File: src/rtl/assert_macros.svh
// Assertion helpers used by the top-level RTL file.
`ifndef ASSERT_MACROS_SVH
`define ASSERT_MACROS_SVH

// Same-cycle implication, disabled while reset is asserted.
`define ASSERT_IMP(lbl, clk, rst_n, ante, cons, msg) \
  lbl: assert property (@(posedge clk) disable iff (!rst_n) (ante) |-> (cons)) \
    else $error(msg);

// Next-cycle implication, disabled while reset is asserted.
`define ASSERT_NXT(lbl, clk, rst_n, ante, cons, msg) \
  lbl: assert property (@(posedge clk) disable iff (!rst_n) (ante) |=> (cons)) \
    else $error(msg);

`endif

File: src/rtl/adl_pkg.sv
package adl_pkg;

  localparam int FEAT_W  = 16;   // Q4.12 feature
  localparam int W_W     = 32;   // Q16.16 weight and sum
  localparam int PROD_W  = 48;   // weight times feature, Q.28
  localparam int ACC_W   = 52;   // sum of up to nine products
  localparam int FRAC_X  = 12;   // fraction bits of a feature
  localparam int FRAC_R  = 16;   // fraction bits of the learning rate
  localparam int CLIP_W  = ACC_W - FRAC_X;  // pre-saturation width
  localparam int ERR_W   = 34;
  localparam int GRAD_W  = 34;
  localparam int GPROD_W = ERR_W + 17;      // rate (unsigned, 17 bits signed) times error
  localparam int GX_W    = GRAD_W + FEAT_W; // gradient times feature
  localparam int STEP_W  = GX_W - FRAC_X;

  localparam int TGT_W   = 8;
  localparam int RATE_W  = 16;
  localparam int LANES_W = 4;
  localparam int WIDX_W  = 4;

  typedef logic signed [FEAT_W-1:0]  feat_t;
  typedef logic signed [W_W-1:0]     weight_t;
  typedef logic signed [PROD_W-1:0]  prod_t;
  typedef logic signed [ACC_W-1:0]   acc_t;
  typedef logic signed [CLIP_W-1:0]  clip_t;
  typedef logic signed [ERR_W-1:0]   err_t;
  typedef logic signed [GRAD_W-1:0]  grad_t;
  typedef logic signed [STEP_W-1:0]  step_t;

  // The bias lane sees a constant input of 1.0 in Q4.12.
  localparam feat_t FEAT_ONE = 16'sh1000;

  localparam logic [RATE_W-1:0]  RATE_RESET  = 16'd655;
  localparam logic [LANES_W-1:0] LANES_RESET = 4'd8;

  typedef enum logic [1:0] {
    CMD_COMPUTE = 2'd0,
    CMD_TRAIN   = 2'd1,
    CMD_WRITE   = 2'd2
  } cmd_t;

  typedef enum logic {
    CFG_LEARNING_RATE = 1'b0,
    CFG_INPUTS_IN_USE = 1'b1
  } cfg_idx_t;

  typedef enum logic [2:0] {
    S_IDLE = 3'd0,
    S_MUL  = 3'd1,
    S_SUM  = 3'd2,
    S_GRAD = 3'd3,
    S_UPD  = 3'd4,
    S_OUT  = 3'd5
  } state_t;

  typedef struct packed {
    logic mul_en;
    logic upd_en;
  } lane_ctrl_t;

  typedef struct packed {
    logic sum_en;
    logic grad_en;
  } merge_ctrl_t;

  // True when v does not fit the signed 32-bit weight range.
  function automatic logic clips_w(input clip_t v);
    logic [CLIP_W-W_W:0] top;
    top = v[CLIP_W-1:W_W-1];
    return !((&top) || (~|top));
  endfunction

  function automatic weight_t sat_w(input clip_t v);
    weight_t res;
    if (clips_w(v)) begin
      res = v[CLIP_W-1] ? {1'b1, {(W_W-1){1'b0}}} : {1'b0, {(W_W-1){1'b1}}};
    end else begin
      res = v[W_W-1:0];
    end
    return res;
  endfunction

endpackage

File: src/rtl/adl_lane.sv
module adl_lane (
  input  logic              clk,
  input  logic              rst_n,
  input  adl_pkg::lane_ctrl_t ctrl,
  input  logic              wr_en,
  input  logic              active,
  input  adl_pkg::feat_t    feature,
  input  adl_pkg::weight_t  wr_value,
  input  adl_pkg::grad_t    grad,
  output adl_pkg::prod_t    product_r,
  output logic              upd_clip
);
  import adl_pkg::*;

  weight_t weight_r;
  weight_t weight_nxt;
  prod_t   prod_nxt;
  logic signed [GX_W-1:0] gx;
  step_t   step;
  clip_t   diff;

  always_comb begin
    prod_nxt   = weight_r * feature;
    gx         = grad * feature;
    step       = gx[GX_W-1:FRAC_X];
    diff       = clip_t'(weight_r) - clip_t'(step);
    weight_nxt = sat_w(diff);
    upd_clip   = ctrl.upd_en && active && clips_w(diff);
  end

  always_ff @(posedge clk) begin
    if (!rst_n) begin
      weight_r <= '0;
    end else if (wr_en) begin
      weight_r <= wr_value;
    end else if (ctrl.upd_en && active) begin
      weight_r <= weight_nxt;
    end
  end

  // A lane outside the configured count contributes nothing to the sum.
  always_ff @(posedge clk) begin
    if (ctrl.mul_en) begin
      product_r <= active ? prod_nxt : '0;
    end
  end

endmodule

File: config.mk
export PLATFORM = sky130hd
export DESIGN_NAME = adl_lane
export DESIGN_NICKNAME = d
export VERILOG_FILES = /design/src/rtl/assert_macros.svh /design/src/rtl/adl_pkg.sv /design/src/rtl/adl_lane.sv
export SDC_FILE = /design/constraint.sdc
export NUM_CORES = 2
export LEC_CHECK = 0
export ABC_AREA = 1
export BUFFER_PORTS_ARGS = -buffer_cell sky130_fd_sc_hd__buf_4
export CAP_MARGIN = 20
export CORE_ASPECT_RATIO = 0.8
export CORE_MARGIN = 10
export CORE_UTILIZATION = 29
export DETAILED_ROUTE_END_ITERATION = 8
export PLACE_DENSITY = 0.51
export SYNTH_ARGS = -nofsm -noshare
export SYNTH_HDL_FRONTEND = slang
export SYNTH_SLANG_ARGS = --single-unit
File: constraint.sdc
create_clock -name clk -period 27.3 [get_ports clk]
set_input_delay 4.095 -clock clk [delete_from_list [all_inputs] [get_ports clk]]
set_output_delay 4.095 -clock clk [all_outputs]
set_load 0.01 [all_outputs]
# --- Word-level counts from Yosys, hierarchy flattened ---
# Index checks and enable logic that the tools add are counted.
# W data, S select, Z words.
word_totals:
  ff_bits: 80
  latchBits: 0
  mem_bits_rw: 0
  romBits: 0
  input_bits: 88
  out_inout_bits: 49
  wordCells: 17
  memories: 0
classes:
  n_addsub: 1
  n_mul: 2
  div: 0
  n_lt_le_gt_ge: 0
  n_eq_ne: 0
  shift: 0
  muxes: 4
  bitwise: 0
  reduce_logical: 8
ops:
  columns: ["op", "n"]
  rows:
  - ["$mux W32", 4]
  - ["$mul A34 B16 Y50", 1]
  - ["$mul A32 B16 Y48", 1]
  - ["$sub A32 B38 Y39", 1]
  - ["$reduce_and A9 Y1", 1]
  - ["$reduce_or A9 Y1", 1]
  - ["$logic_and A1 B1 Y1", 2]
  - ["$logic_not A1 Y1", 2]
  - ["$reduce_bool A2 Y1", 1]
  - ["$logic_or A1 B1 Y1", 1]

# --- Depth between registers and ports, before layout ---
depth:
  ltp_word: 8
  depth_mapped: 49
  depth_no_buf: 46

# --- Worst setup path after synthesis ---
# No wires, ideal clock.
synth_path:
  path_kind: "input to output"
  from: "in feature[7]"
  to: "out upd_clip"
  arrival_time_ns: 11.215
  t_required_ns: 23.205
  path_slack_ns: 11.990
  stages: 42
  n_path_buf: 3
  cell_sequence: "clkbuf_1 > clkbuf_1 > nand2_1 > fa_1 > inv_1 > fa_1 > inv_1 > fa_1 > inv_1 > fa_1 > fa_1 > inv_1 > fa_1 > inv_1 > ha_1 > a21oi_1 > o21ai_0 > a21boi_0 > [... 6 more ...] > xor2_1 > ha_1 > nand2_1 > nand2_1 > inv_1 > nor2_1 > o21ai_0 > nand2_1 > a21oi_1 > nand2_1 > nand2_1 > nand2_1 > nand2_1 > nor2_1 > nand2_1 > nand2_2 > buf_2 > nor2_1"
synth_via:
  elab_chain_len: 7
  word_cells_on_any_way: 8
  cone_classes: "add/sub: 1; mul: 1; reduce/logical: 6"
synth_lines:
  columns: ["element", "line", "text"]
  rows:
  - ["from (decl)", "adl_lane.sv:7", "input adl_pkg::feat_t feature,"]
  - ["$mul A34 B16 Y50 *", "adl_lane.sv:24", "gx = grad * feature;"]
  - ["$sub A32 B38 Y39 *", "adl_lane.sv:26", "diff = clip_t'(weight_r) - clip_t'(step);"]
  - ["$reduce_or A9 Y1", "adl_pkg.sv:70", "return !((&top) || (~|top));"]
  - ["$logic_not A1 Y1", "adl_pkg.sv:70", null]
  - ["$logic_or A1 B1 Y1 *", "adl_pkg.sv:70", null]
  - ["$logic_not A1 Y1 *", "adl_pkg.sv:70", null]
  - ["$logic_and A1 B1 Y1 *", "adl_lane.sv:28", "upd_clip = ctrl.upd_en && active && clips_w(diff);"]
  - ["to (decl)", "adl_lane.sv:11", "output logic upd_clip"]
# Mark *: on every way between the ends. The rest lies on a longest branch, timed or not.

# --- Worst setup path after layout ---
layout_path:
  from: "in feature[3]"
  to: "out upd_clip"
# Same word-level chain as after synthesis.

==> metrics <==
status=complete, no violations; cell count along the critical path=38; Core ar.=148000 um^2; layout cell share with drive strength beyond 1=between 5 and 6%; Syn Inst Count=5643; Vias=34462; FF+latch count, synth=80; share of the synthesized area in the top cell type=46.1%; Overall Global Routing Usage=16.1%; post-synthesis net count=around 7000; crit end category=output pin; fin crit share=65.0%; Initial DRT Pass Iterations=6; clock-pin slew on the worst setup and hold paths=~70 ps; area occupied by multi-input gates=34000 um^2; number of vias per cell=about 4.6; FILL cells=roughly 16000; hold-fix buffers at CTS=0; routed wire length=133000 um; DR WL met3=roughly 6400 um; Inserted Clock Buffers=9; Rows=126; CP max-delay cell=buf_4; most used cell, CP=nand2_1; Slew Limit Headroom=between 20% and 30%; setup TNS=0 ps; Post-Route Skew=about 17 ps; Final Max Slew Viols=0; synthesized area per cell=7.69 um^2; die width=approximately 450 um; RD Place Congestion=between 0.8 and 0.9; fmax=roughly 56 MHz; Netlist cell types=47; FF-to-FF path depth=23; unrepaired setup endpoints after global routing=no; met2 wire len=roughly 61000 um; crit path max fanout=52; Antenna Nets Post-Route=0; CTS Sinks=80; CTS Root Cell=clkbuf_16; CP required=approximately 23000 ps; Final Net Count=6926; die area=166000 um^2; initial DRC count=between 2000 and 2500; Setup CP Type=input port to output pin; vias in the first global route=36094; CP arrival=~14000 ps; Yosys top cell by area=fa_1; GRT overflow=0; final hold vios=0; PortBufs=136; H-tree Lvls=3; Post CTS Setup Buffer Count=0; Post-DP HPWL=about 110000 um; post-layout min period=17760 ps; post-synthesis sequential area ratio=~4.8%; WL/cell=17.6 um; Worst path top cell family by delay=adder cells; first-pass GRT wire length=approximately 210000 um; hold path depth=2; worst slew pin tran=between 1000 and 1500 ps; largest net degree at the start of global routing=68; Worst path max stage delay=690 ps; # resized after CTS=0; initial core utilization=29.3%; synthesized area=43400 um^2; Max Root-Sink Buffers=2; Synth warnings=0; CP bufs+invs=7; initial antenna violation count=4; latest clock arrival within the worst-skew pair=~400 ps; Worst Hold Class=flop to flop; CTS tree=done; P&R area growth vs syn=7.09%; ranking of synthesized cells by area=fa_1, inv_1, nand2_1, ha_1, edfxtp_1; maxcap violations=0; IO Count=137; Residual DRC=0; Critical Path Start Type=input port; Post-Route M1 WL=slightly above 60000 um; Die H=~370 um; Register Area=around 2100 um^2; setup violation total in the final timing report=0; top sig layer=met5
flip-flops by register name (all words and copies together), names as in the netlist:
signal / count
product_r: 48
weight_r: 32
metal layers:
metal / vias to the layer above / global-route usage (%)
met1: 17558 / 23.1
met2: 837 / 25.5
met5: - / 0
li1: 15934 / -
met3: 131 / 1.53
met4: 2 / 4.67
placed cells by master (no fill, tap or decap), types with 6 or more instances in the layout:
cell type  synthesis  final
inv_1           1691   1690
ha_1             267    267
xnor2_1           47     47
o21a_1            21     21
a31oi_1           43     43
clkbuf_16          0      9
or2_2             41     41
nand2_1         1423   1423
nor3_1            16     16
fa_1            1000   1000
o21ai_0          110    110
xor2_1            38     38
nand2_2           15     15
a21oi_1          208    208
a21oi_2           20     20
nor4_1             6      6
nand4_1           10     10
nand3_1           57     57
nor2_2            13     13
o221ai_1          31     31
buf_4              1    168
dfxtp_1           32     32
edfxtp_1          48     48
a21o_1             7      7
nor2_1           204    204
path summary, 6_finish.rpt:
| check | from | to | slack, ps |
|---|---|---|---|
| min reg2reg | weight_r[29]$_SDFFE_PN0P_ | weight_r[29]$_SDFFE_PN0P_ | 660 |
| max reg2reg | weight_r[11]$_SDFFE_PN0P_ | product_r[35]$_SDFFCE_PN0P_ | 19880 |
| max | feature[3] | upd_clip | 9540 |
| min | weight_r[29]$_SDFFE_PN0P_ | weight_r[29]$_SDFFE_PN0P_ | 660 |
worst reg2reg max path, stage by stage (launching register included):
cell and delay (ps):
dfxtp_1 1090, nand2_1 170, fa_1 540, inv_1 60, fa_1 520, inv_1 50, fa_1 490, inv_1 50
fa_1 590, inv_1 70, fa_1 520, inv_1 60, fa_1 430, ha_1 460, nand2_1 140, nor2_1 160
inv_1 50, o21ai_0 270, nor2_1 130, o21ai_0 500, a21oi_1 260, o21bai_1 320, a21oi_1 110, o21a_1 120
Yosys cell counts (all sizes together):
library cell,instances
clkbuf,208
dfxtp,32
ha,267
edfxtp,48
a221oi,3
nand2b,1
o21ai,114
nand2,1438
nand3b,2
a21boi,2
o211ai,4
fa,1000
o21bai,5
xor2,38
nand3,62
a31oi,43
inv,1692
and3,2
nand4,10
xnor2,47
o221ai,31
a21oi,228
and2,1
nor4,7
clkinv,2
a211oi,3
buf,44
a21o,7
o2111ai,2
o311ai,2
nor3,16
o21a,21
nor2,220
or2,41
cell families after synthesis:
| group | share of synthesized area, % |
|---|---|
| xor+xnor | 1.72 |
| compound gates | 6.23 |
| fa+ha+maj | 53.8 |
| flops | 4.80 |
| buf+inv | 16.9 |
| simple gates | 16.5 |
cell type report:
type / instances / area share [%]
well taps: 1984 / 5.34
clock buffers: 9 / 0.485
flip-flops and latches: 80 / 4.48
multi-input cells: 3617 / 73.1
repair buffers: 169 / 2.77
clock inverters: 7 / 0.135
inverters: 1694 / 13.7
diodes: 1 / 0.00539
per-stage QoR:
stage	area [um^2]	util [%]	setup slack (ps)	hold slack (ps)	std cells
final	46500	31.4	9540	662	7561
after CTS	46400	31.4	9540	810	7559
after floorplan	43400	-	11990	624	5643
after global routing	46500	31.4	8910	695	7561
after detailed placement	46100	31.2	9570	798	7543
after global placement	46100	31.2	9620	799	7543
Power is left out: the tool's default activity adds up to more than one toggle a clock period on the data nets, which glitch-free logic cannot reach.
