$ cat src/rtl/assert_macros.svh
// Assertion helpers used by the top-level RTL file.
`ifndef ASSERT_MACROS_SVH
`define ASSERT_MACROS_SVH

// Same-cycle implication, disabled while reset is asserted.
`define ASSERT_IMP(lbl, clk, rst_n, ante, cons, msg) \
  lbl: assert property (@(posedge clk) disable iff (!rst_n) (ante) |-> (cons)) \
    else $error(msg);

// Next-cycle implication, disabled while reset is asserted.
`define ASSERT_NXT(lbl, clk, rst_n, ante, cons, msg) \
  lbl: assert property (@(posedge clk) disable iff (!rst_n) (ante) |=> (cons)) \
    else $error(msg);

`endif

$ cat src/rtl/adl_pkg.sv
package adl_pkg;

  localparam int FEAT_W  = 16;   // Q4.12 feature
  localparam int W_W     = 32;   // Q16.16 weight and sum
  localparam int PROD_W  = 48;   // weight times feature, Q.28
  localparam int ACC_W   = 52;   // sum of up to nine products
  localparam int FRAC_X  = 12;   // fraction bits of a feature
  localparam int FRAC_R  = 16;   // fraction bits of the learning rate
  localparam int CLIP_W  = ACC_W - FRAC_X;  // pre-saturation width
  localparam int ERR_W   = 34;
  localparam int GRAD_W  = 34;
  localparam int GPROD_W = ERR_W + 17;      // rate (unsigned, 17 bits signed) times error
  localparam int GX_W    = GRAD_W + FEAT_W; // gradient times feature
  localparam int STEP_W  = GX_W - FRAC_X;

  localparam int TGT_W   = 8;
  localparam int RATE_W  = 16;
  localparam int LANES_W = 4;
  localparam int WIDX_W  = 4;

  typedef logic signed [FEAT_W-1:0]  feat_t;
  typedef logic signed [W_W-1:0]     weight_t;
  typedef logic signed [PROD_W-1:0]  prod_t;
  typedef logic signed [ACC_W-1:0]   acc_t;
  typedef logic signed [CLIP_W-1:0]  clip_t;
  typedef logic signed [ERR_W-1:0]   err_t;
  typedef logic signed [GRAD_W-1:0]  grad_t;
  typedef logic signed [STEP_W-1:0]  step_t;

  // The bias lane sees a constant input of 1.0 in Q4.12.
  localparam feat_t FEAT_ONE = 16'sh1000;

  localparam logic [RATE_W-1:0]  RATE_RESET  = 16'd655;
  localparam logic [LANES_W-1:0] LANES_RESET = 4'd8;

  typedef enum logic [1:0] {
    CMD_COMPUTE = 2'd0,
    CMD_TRAIN   = 2'd1,
    CMD_WRITE   = 2'd2
  } cmd_t;

  typedef enum logic {
    CFG_LEARNING_RATE = 1'b0,
    CFG_INPUTS_IN_USE = 1'b1
  } cfg_idx_t;

  typedef enum logic [2:0] {
    S_IDLE = 3'd0,
    S_MUL  = 3'd1,
    S_SUM  = 3'd2,
    S_GRAD = 3'd3,
    S_UPD  = 3'd4,
    S_OUT  = 3'd5
  } state_t;

  typedef struct packed {
    logic mul_en;
    logic upd_en;
  } lane_ctrl_t;

  typedef struct packed {
    logic sum_en;
    logic grad_en;
  } merge_ctrl_t;

  // True when v does not fit the signed 32-bit weight range.
  function automatic logic clips_w(input clip_t v);
    logic [CLIP_W-W_W:0] top;
    top = v[CLIP_W-1:W_W-1];
    return !((&top) || (~|top));
  endfunction

  function automatic weight_t sat_w(input clip_t v);
    weight_t res;
    if (clips_w(v)) begin
      res = v[CLIP_W-1] ? {1'b1, {(W_W-1){1'b0}}} : {1'b0, {(W_W-1){1'b1}}};
    end else begin
      res = v[W_W-1:0];
    end
    return res;
  endfunction

endpackage

$ cat src/rtl/adl_merge.sv
module adl_merge #(
  parameter int NUM_LANES = 9
) (
  input  logic                          clk,
  input  adl_pkg::merge_ctrl_t          ctrl,
  input  adl_pkg::prod_t                products [NUM_LANES],
  input  logic [adl_pkg::RATE_W-1:0]    learning_rate,
  input  logic signed [adl_pkg::TGT_W-1:0] target,
  output adl_pkg::weight_t              sum_r,
  output logic                          sum_clip_r,
  output adl_pkg::grad_t                grad_r
);
  import adl_pkg::*;

  acc_t  acc;
  clip_t scaled;
  err_t  err;
  logic signed [GPROD_W-1:0] gprod;

  always_comb begin
    acc = '0;
    for (int k = 0; k < NUM_LANES; k++) begin
      acc = acc + acc_t'(products[k]);
    end
    scaled = acc[ACC_W-1:FRAC_X];
    // The error uses the saturated sum, as the output does.
    err   = err_t'(sum_r) - (err_t'(target) <<< FRAC_R);
    gprod = $signed({1'b0, learning_rate}) * err;
  end

  always_ff @(posedge clk) begin
    if (ctrl.sum_en) begin
      sum_r      <= sat_w(scaled);
      sum_clip_r <= clips_w(scaled);
    end
    if (ctrl.grad_en) begin
      grad_r <= gprod[GRAD_W+FRAC_R-1:FRAC_R];
    end
  end

endmodule

$ cat config.mk
export PLATFORM = sky130hd
export DESIGN_NAME = adl_merge
export DESIGN_NICKNAME = d
export VERILOG_FILES = /design/src/rtl/assert_macros.svh /design/src/rtl/adl_pkg.sv /design/src/rtl/adl_merge.sv
export SDC_FILE = /design/constraint.sdc
export NUM_CORES = 2
export LEC_CHECK = 0
export BUFFER_PORTS_ARGS = -buffer_cell sky130_fd_sc_hd__buf_2
export CAP_MARGIN = 5
export CORE_MARGIN = 2
export CORE_UTILIZATION = 61
export DETAILED_ROUTE_END_ITERATION = 8
export PLACE_DENSITY_LB_ADDON = 0.25
export REMOVE_ABC_BUFFERS = 1
export SLEW_MARGIN = 30
export SYNTH_ARGS = -nofsm -noshare
export SYNTH_HDL_FRONTEND = slang
export SYNTH_SLANG_ARGS = --single-unit
$ cat constraint.sdc
create_clock -name clk -period 10.1 [get_ports clk]
set_input_delay 0.505 -clock clk [delete_from_list [all_inputs] [get_ports clk]]
set_output_delay 0.505 -clock clk [all_outputs]
set_load 0.02 [all_outputs]
# After elaboration in Yosys (flattened, before gate mapping)
# Cells that the tools add are included.
op_classes:
  addsub: 9
  n_mul: 1
  n_mux: 2
  reduce_logical: 5
ops:
  columns: ["cell", "count"]
  rows:
  - ["$add 52x48->52", 4]
  - ["$mux 32", 2]
  - ["$add 51x48->52", 1]
  - ["$add 50x48->51", 1]
  - ["$add 49x48->50", 1]
  - ["$mul 17x33->50", 1]
  - ["$add 48x48->49", 1]
  - ["$sub 32x24->33", 1]
  - ["$reduce_and 9->1", 1]
  - ["$reduce_or 9->1", 1]
  - ["$logic_not 1->1", 2]
  - ["$logic_or 1x1->1", 1]
totals:
  reg_bits: 67
  in_bits: 459
  output_inout_bits: 67
  elab_cells: 20

# Logic depth before layout (Yosys ltp)
logic_depth:
  depth_word: 12
  depth_mapped: 37
  ltp_nobuf: 36

# Least setup slack after synthesis
# OpenSTA, ideal clock, no wires.
synth_path:
  path_type: "input to register"
  start: "in target[0] (netlist bit)"
  end: "reg grad_r[33], data pin"
  setup_time_ps: 262
  arrival_time_ps: 8433
  required_ps: 9838
  slack_ps: 1406
  path_stages: 32
  path_buffers: 1
  path_cell_list: "ha_1 > fa_1 > nor2b_1 > o21ai_0 > a21boi_0 > o21ai_0 > a21boi_0 > o21ai_0 > a21oi_1 > nor3_1 > nor4_1 > clkbuf_1 > o31ai_1 > fa_1 > fa_1 > fa_1 > inv_1 > fa_1 > fa_1 > inv_1 > fa_1 > inv_1 > ha_1 > a41oi_1 > o21ai_0 > a21oi_1 > and2_1 > a31oi_1 > a221o_1 > a41o_1 > o31ai_1 > xnor2_1"
synth_between:
  elab_chain_cells: 2
synth_lines:
  columns: ["item", "line", "source"]
  rows:
  - ["start: declaration", "adl_merge.sv:8", "input logic signed [adl_pkg::TGT_W-1:0] target,"]
  - ["$sub 32x24->33", "adl_merge.sv:27", "err = err_t'(sum_r) - (err_t'(target) <<< FRAC_R);"]
  - ["$mul 17x33->50", "adl_merge.sv:28", "gprod = $signed({1'b0, learning_rate}) * err;"]
  - ["named net gprod[49]", "adl_merge.sv:18", "logic signed [GPROD_W-1:0] gprod;"]
  - ["end signal: assignment", "adl_merge.sv:37", "grad_r <= gprod[GRAD_W+FRAC_R-1:FRAC_R];"]
  - ["end: declaration", "adl_merge.sv:11", "output adl_pkg::grad_t grad_r"]
# The timed path passes the listed nets, and every way through them passes these cells.
# A chain may end at the register's enable or synchronous reset.

# Final worst setup path
layout_path:
  start: "reg sum_r[16]"
  end: "reg grad_r[33], data pin"
layout_between:
  elab_chain_cells: 2
layout_lines:
  columns: ["item", "line", "source"]
  rows:
  - ["start: declaration", "adl_merge.sv:9", "output adl_pkg::weight_t sum_r,"]
  - ["start signal: assignment", "adl_merge.sv:33", "sum_r <= sat_w(scaled);"]
  - ["$sub 32x24->33", "adl_merge.sv:27", null]
  - ["$mul 17x33->50", "adl_merge.sv:28", null]
  - ["named net gprod[49]", "adl_merge.sv:18", null]
# The timed path passes the listed nets, and every way through them passes these cells.

==> run_results.csv <==
group,metric,value,unit
critical_path,reg2reg_from,"sum_r[16]",
layout,seq_area,0.00201,sq mm
routing,first_iter_violations,1770,
critical_path,required,10.23,ns
layout,syn2layout_area_growth,10.6,%
critical_path,cp_data_arrival_time,9.59,ns
clock_tree,post-cts-setup-buffers,0,
clock_tree,cts_resized,0,
grt,grt_pass1_vias,28100,
placement,preCtsSetupSlack,0.301,ns
yosys,syn_avg_cell_area,9.40,sq um
yosys,synthArstFlopShare,0,%
timing,finalCritPeriodShare,93.7,%
min_path,hp-class,"input port to flop",
yosys,syn_inst,3531,
layout,fill_cells,4274,
floorplanning,core-area,0.0538,sq mm
clock_tree,clk_pin_slew,0.07,ns
yosys,synth_ff_type,"edfxtp_1",
routing,vias,26200,
floorplanning,die_y,237,um
critical_path,critPathMaxStageDelay,0.53,ns
clock_tree,worstSkewPairLatency,0.39,ns
timing,maxSlewHeadroom,29.5,%
routing,wl_per_cell,19.4,um
floorplanning,initial_utilization,61.7,%
layout,multiInputGateArea,0.0272,sq mm
yosys,ys_ff_latch,67,
routing,ant_nets,0,
timing,setup_tns,0,ns
yosys,synth_seq_area_share,6.06,%
critical_path,slowest_stage,"fa_1",
timing,setup_ws,0.636,ns
routing,firstDrtPassIters,6,
critical_path,cpMostUsedCell,"fa_1",
placement,port_buffers,525,
clock_tree,cts-root-buf,"clkbuf_16",
critical_path,crit_fanout,16,
timing,report.final.slew_viol_count,0,
timing,rsz0062_at_grt,"no",
grt,grt_max_degree,38,
timing,finalSetupViolCount,0,
critical_path,r2r_end,"grad_r[33]",
layout,drive_gt1_share,16.1,%
grt,antenna_found_initial,6,
timing,fmax,0.106,GHz
critical_path,reg2reg_depth,32,
clock_tree,ctsHoldBuffers,0,
floorplanning,die-width,237,um
clock_tree,cts_max_level,3,
critical_path,path_class,"flop to flop",
clock_tree,cts.sinks,67,
timing,fin_skew,0.0129,ns
yosys,yosysWarnings,0,
critical_path,setup.worst_path.end_class,"flop",
routing,wirelength,90300,um
min_path,min_from,"ctrl[1]",
run,maxCapViolations,0,
clock_tree,cts_buffer_depth,2,
clock_tree,cts_tree,"done",
placement,post-dp-hpwl,74000,um
layout,nNetsFinal,5422,
timing,whs,0.712,ns
routing,vias_per_cell,5.62,
critical_path,start_kind,"flop",
grt,grt_pass1_wl,146000,um
yosys,synth_edf_count,67,
routing,drc,0,
min_path,whs_path_depth,1,
floorplanning,die_area,0.0563,sq mm
yosys,synth_cell_types,70,
timing,tightest_slew,1.06,ns
placement,gp_congestion,0.937,
timing,hold_viol,0,
clock_tree,cts_made_buffers,9,
layout,utilization,68.2,%
floorplanning,row_count,85,
min_path,hold_end,"sum_clip_r",
grt,grt_use_total,33.7,%
timing,period_needed,9.46,ns
floorplanning,boundaryPins,526,
outcome,status,"completed",
yosys,syn_area,0.0332,sq mm
critical_path,regToRegSetupSlack,0.64,ns
grt,overflow,0,
==> worst max-delay path: cells and delay by family, from the launching register on <==
family,cells,cell delay [ns]
adder cells (fa/ha/maj),9,3.90
flip-flops,1,0.34
AND/OR/NAND/NOR,3,0.43
XOR/XNOR,1,0.09
AO/OA/AOI/OAI,15,4.24
buffers and inverters,4,0.20
==> state kept, by name, indices dropped and copies added (netlist names) <==
register    flops
sum_r          32
grad_r         34
sum_clip_r      1
==> worst max-delay path by stage <==
| stage | end | depth (start not counted) | slack, ns | startpoint |
|---|---|---|---|---|
| CTS | grad_r[33] | 32 | 0.54 | sum_r[16] |
| floorplan | grad_r[33] | 31 | 0.97 | target[0] |
| finish | grad_r[33] | 32 | 0.64 | sum_r[16] |
| detailed placement | grad_r[33] | 32 | 0.30 | target[0] |
| global route | grad_r[33] | 32 | 0.02 | sum_r[16] |
| global placement | grad_r[33] | 31 | 0.54 | target[0] |
==> placed cells by master, fill, tap and decap left out, types with 10 or more instances in the layout <==
cell and n:
inv_1 905, fa_1 833, buf_2 525, nand2_1 333
and2_1 188, ha_1 183, nand3_1 107, a21oi_1 84
nor2_1 69, o21ai_0 68, edfxtp_1 67, xnor2_1 54
buf_4 44, a21o_1 36, nand4_1 36, nor2b_1 34
nand2b_1 34, o221ai_2 29, and3_1 23, a31oi_1 22
nor3_1 19, o22ai_1 19, xor2_1 19, o21a_1 18
o31ai_1 17, o21bai_1 13, or3_1 12, o211ai_1 12
o311a_1 10, o311ai_0 10
==> per-layer routing <==
metal  GRT usage [%]  share of wire, %  wire length [um]
met2            57.4                49             44500
met3            4.92               8.1              7270
met4            16.4               5.5              5000
met5               0                 0                 0
met1            42.4                37             33500
==> synth_stat cells, types with 56 or more instances <==
cell | n | area share [%]
a21oi_1 | 84 | 1.3
fa_1 | 834 | 50
and2_1 | 188 | 3.5
xnor2_1 | 56 | 1.5
nand3_1 | 107 | 1.6
edfxtp_1 | 67 | 6.1
nor2_1 | 72 | 0.81
nand2_1 | 334 | 3.8
o21ai_0 | 68 | 1.0
inv_1 | 905 | 10
clkbuf_1 | 145 | 1.6
ha_1 | 183 | 6.9
==> through the flow <==
stage	area, sq um	instances
after global routing	36700	4652
final	36700	4654
after global placement	36400	4631
after floorplan	32500	3366
after CTS	36700	4647
after detailed placement	36400	4631
==> cell type report <==
cell class | count | share of cell area [%]
antenna | 7 | 0.0477
clock buffer | 9 | 0.613
clock inverter | 7 | 0.228
inverter | 906 | 9.26
multi-input combinational | 2393 | 73.9
sequential | 67 | 5.48
tap | 696 | 2.37
timing repair buffer | 569 | 8.06
==> logic make-up (layout without fill, tap and decap cells) <==
family                     count (synthesis)  after routing  share of synthesized area [%]
AOI/OAI and AO/OA                        406            406                           8.89
xor gates and xnor gates                  75             75                           1.98
adders and majority gates               1021           1021                           57.3
buffers and inverters                   1071           1491                           12.3
DFF                                       67             67                           6.06
muxes                                      1              1                         0.0302
other                                      0              7                              0
and+or+nand+nor                          890            890                           13.4
Power is not shown: default switching activity piles up to over one toggle a cycle in this logic, so the estimate is an artifact.
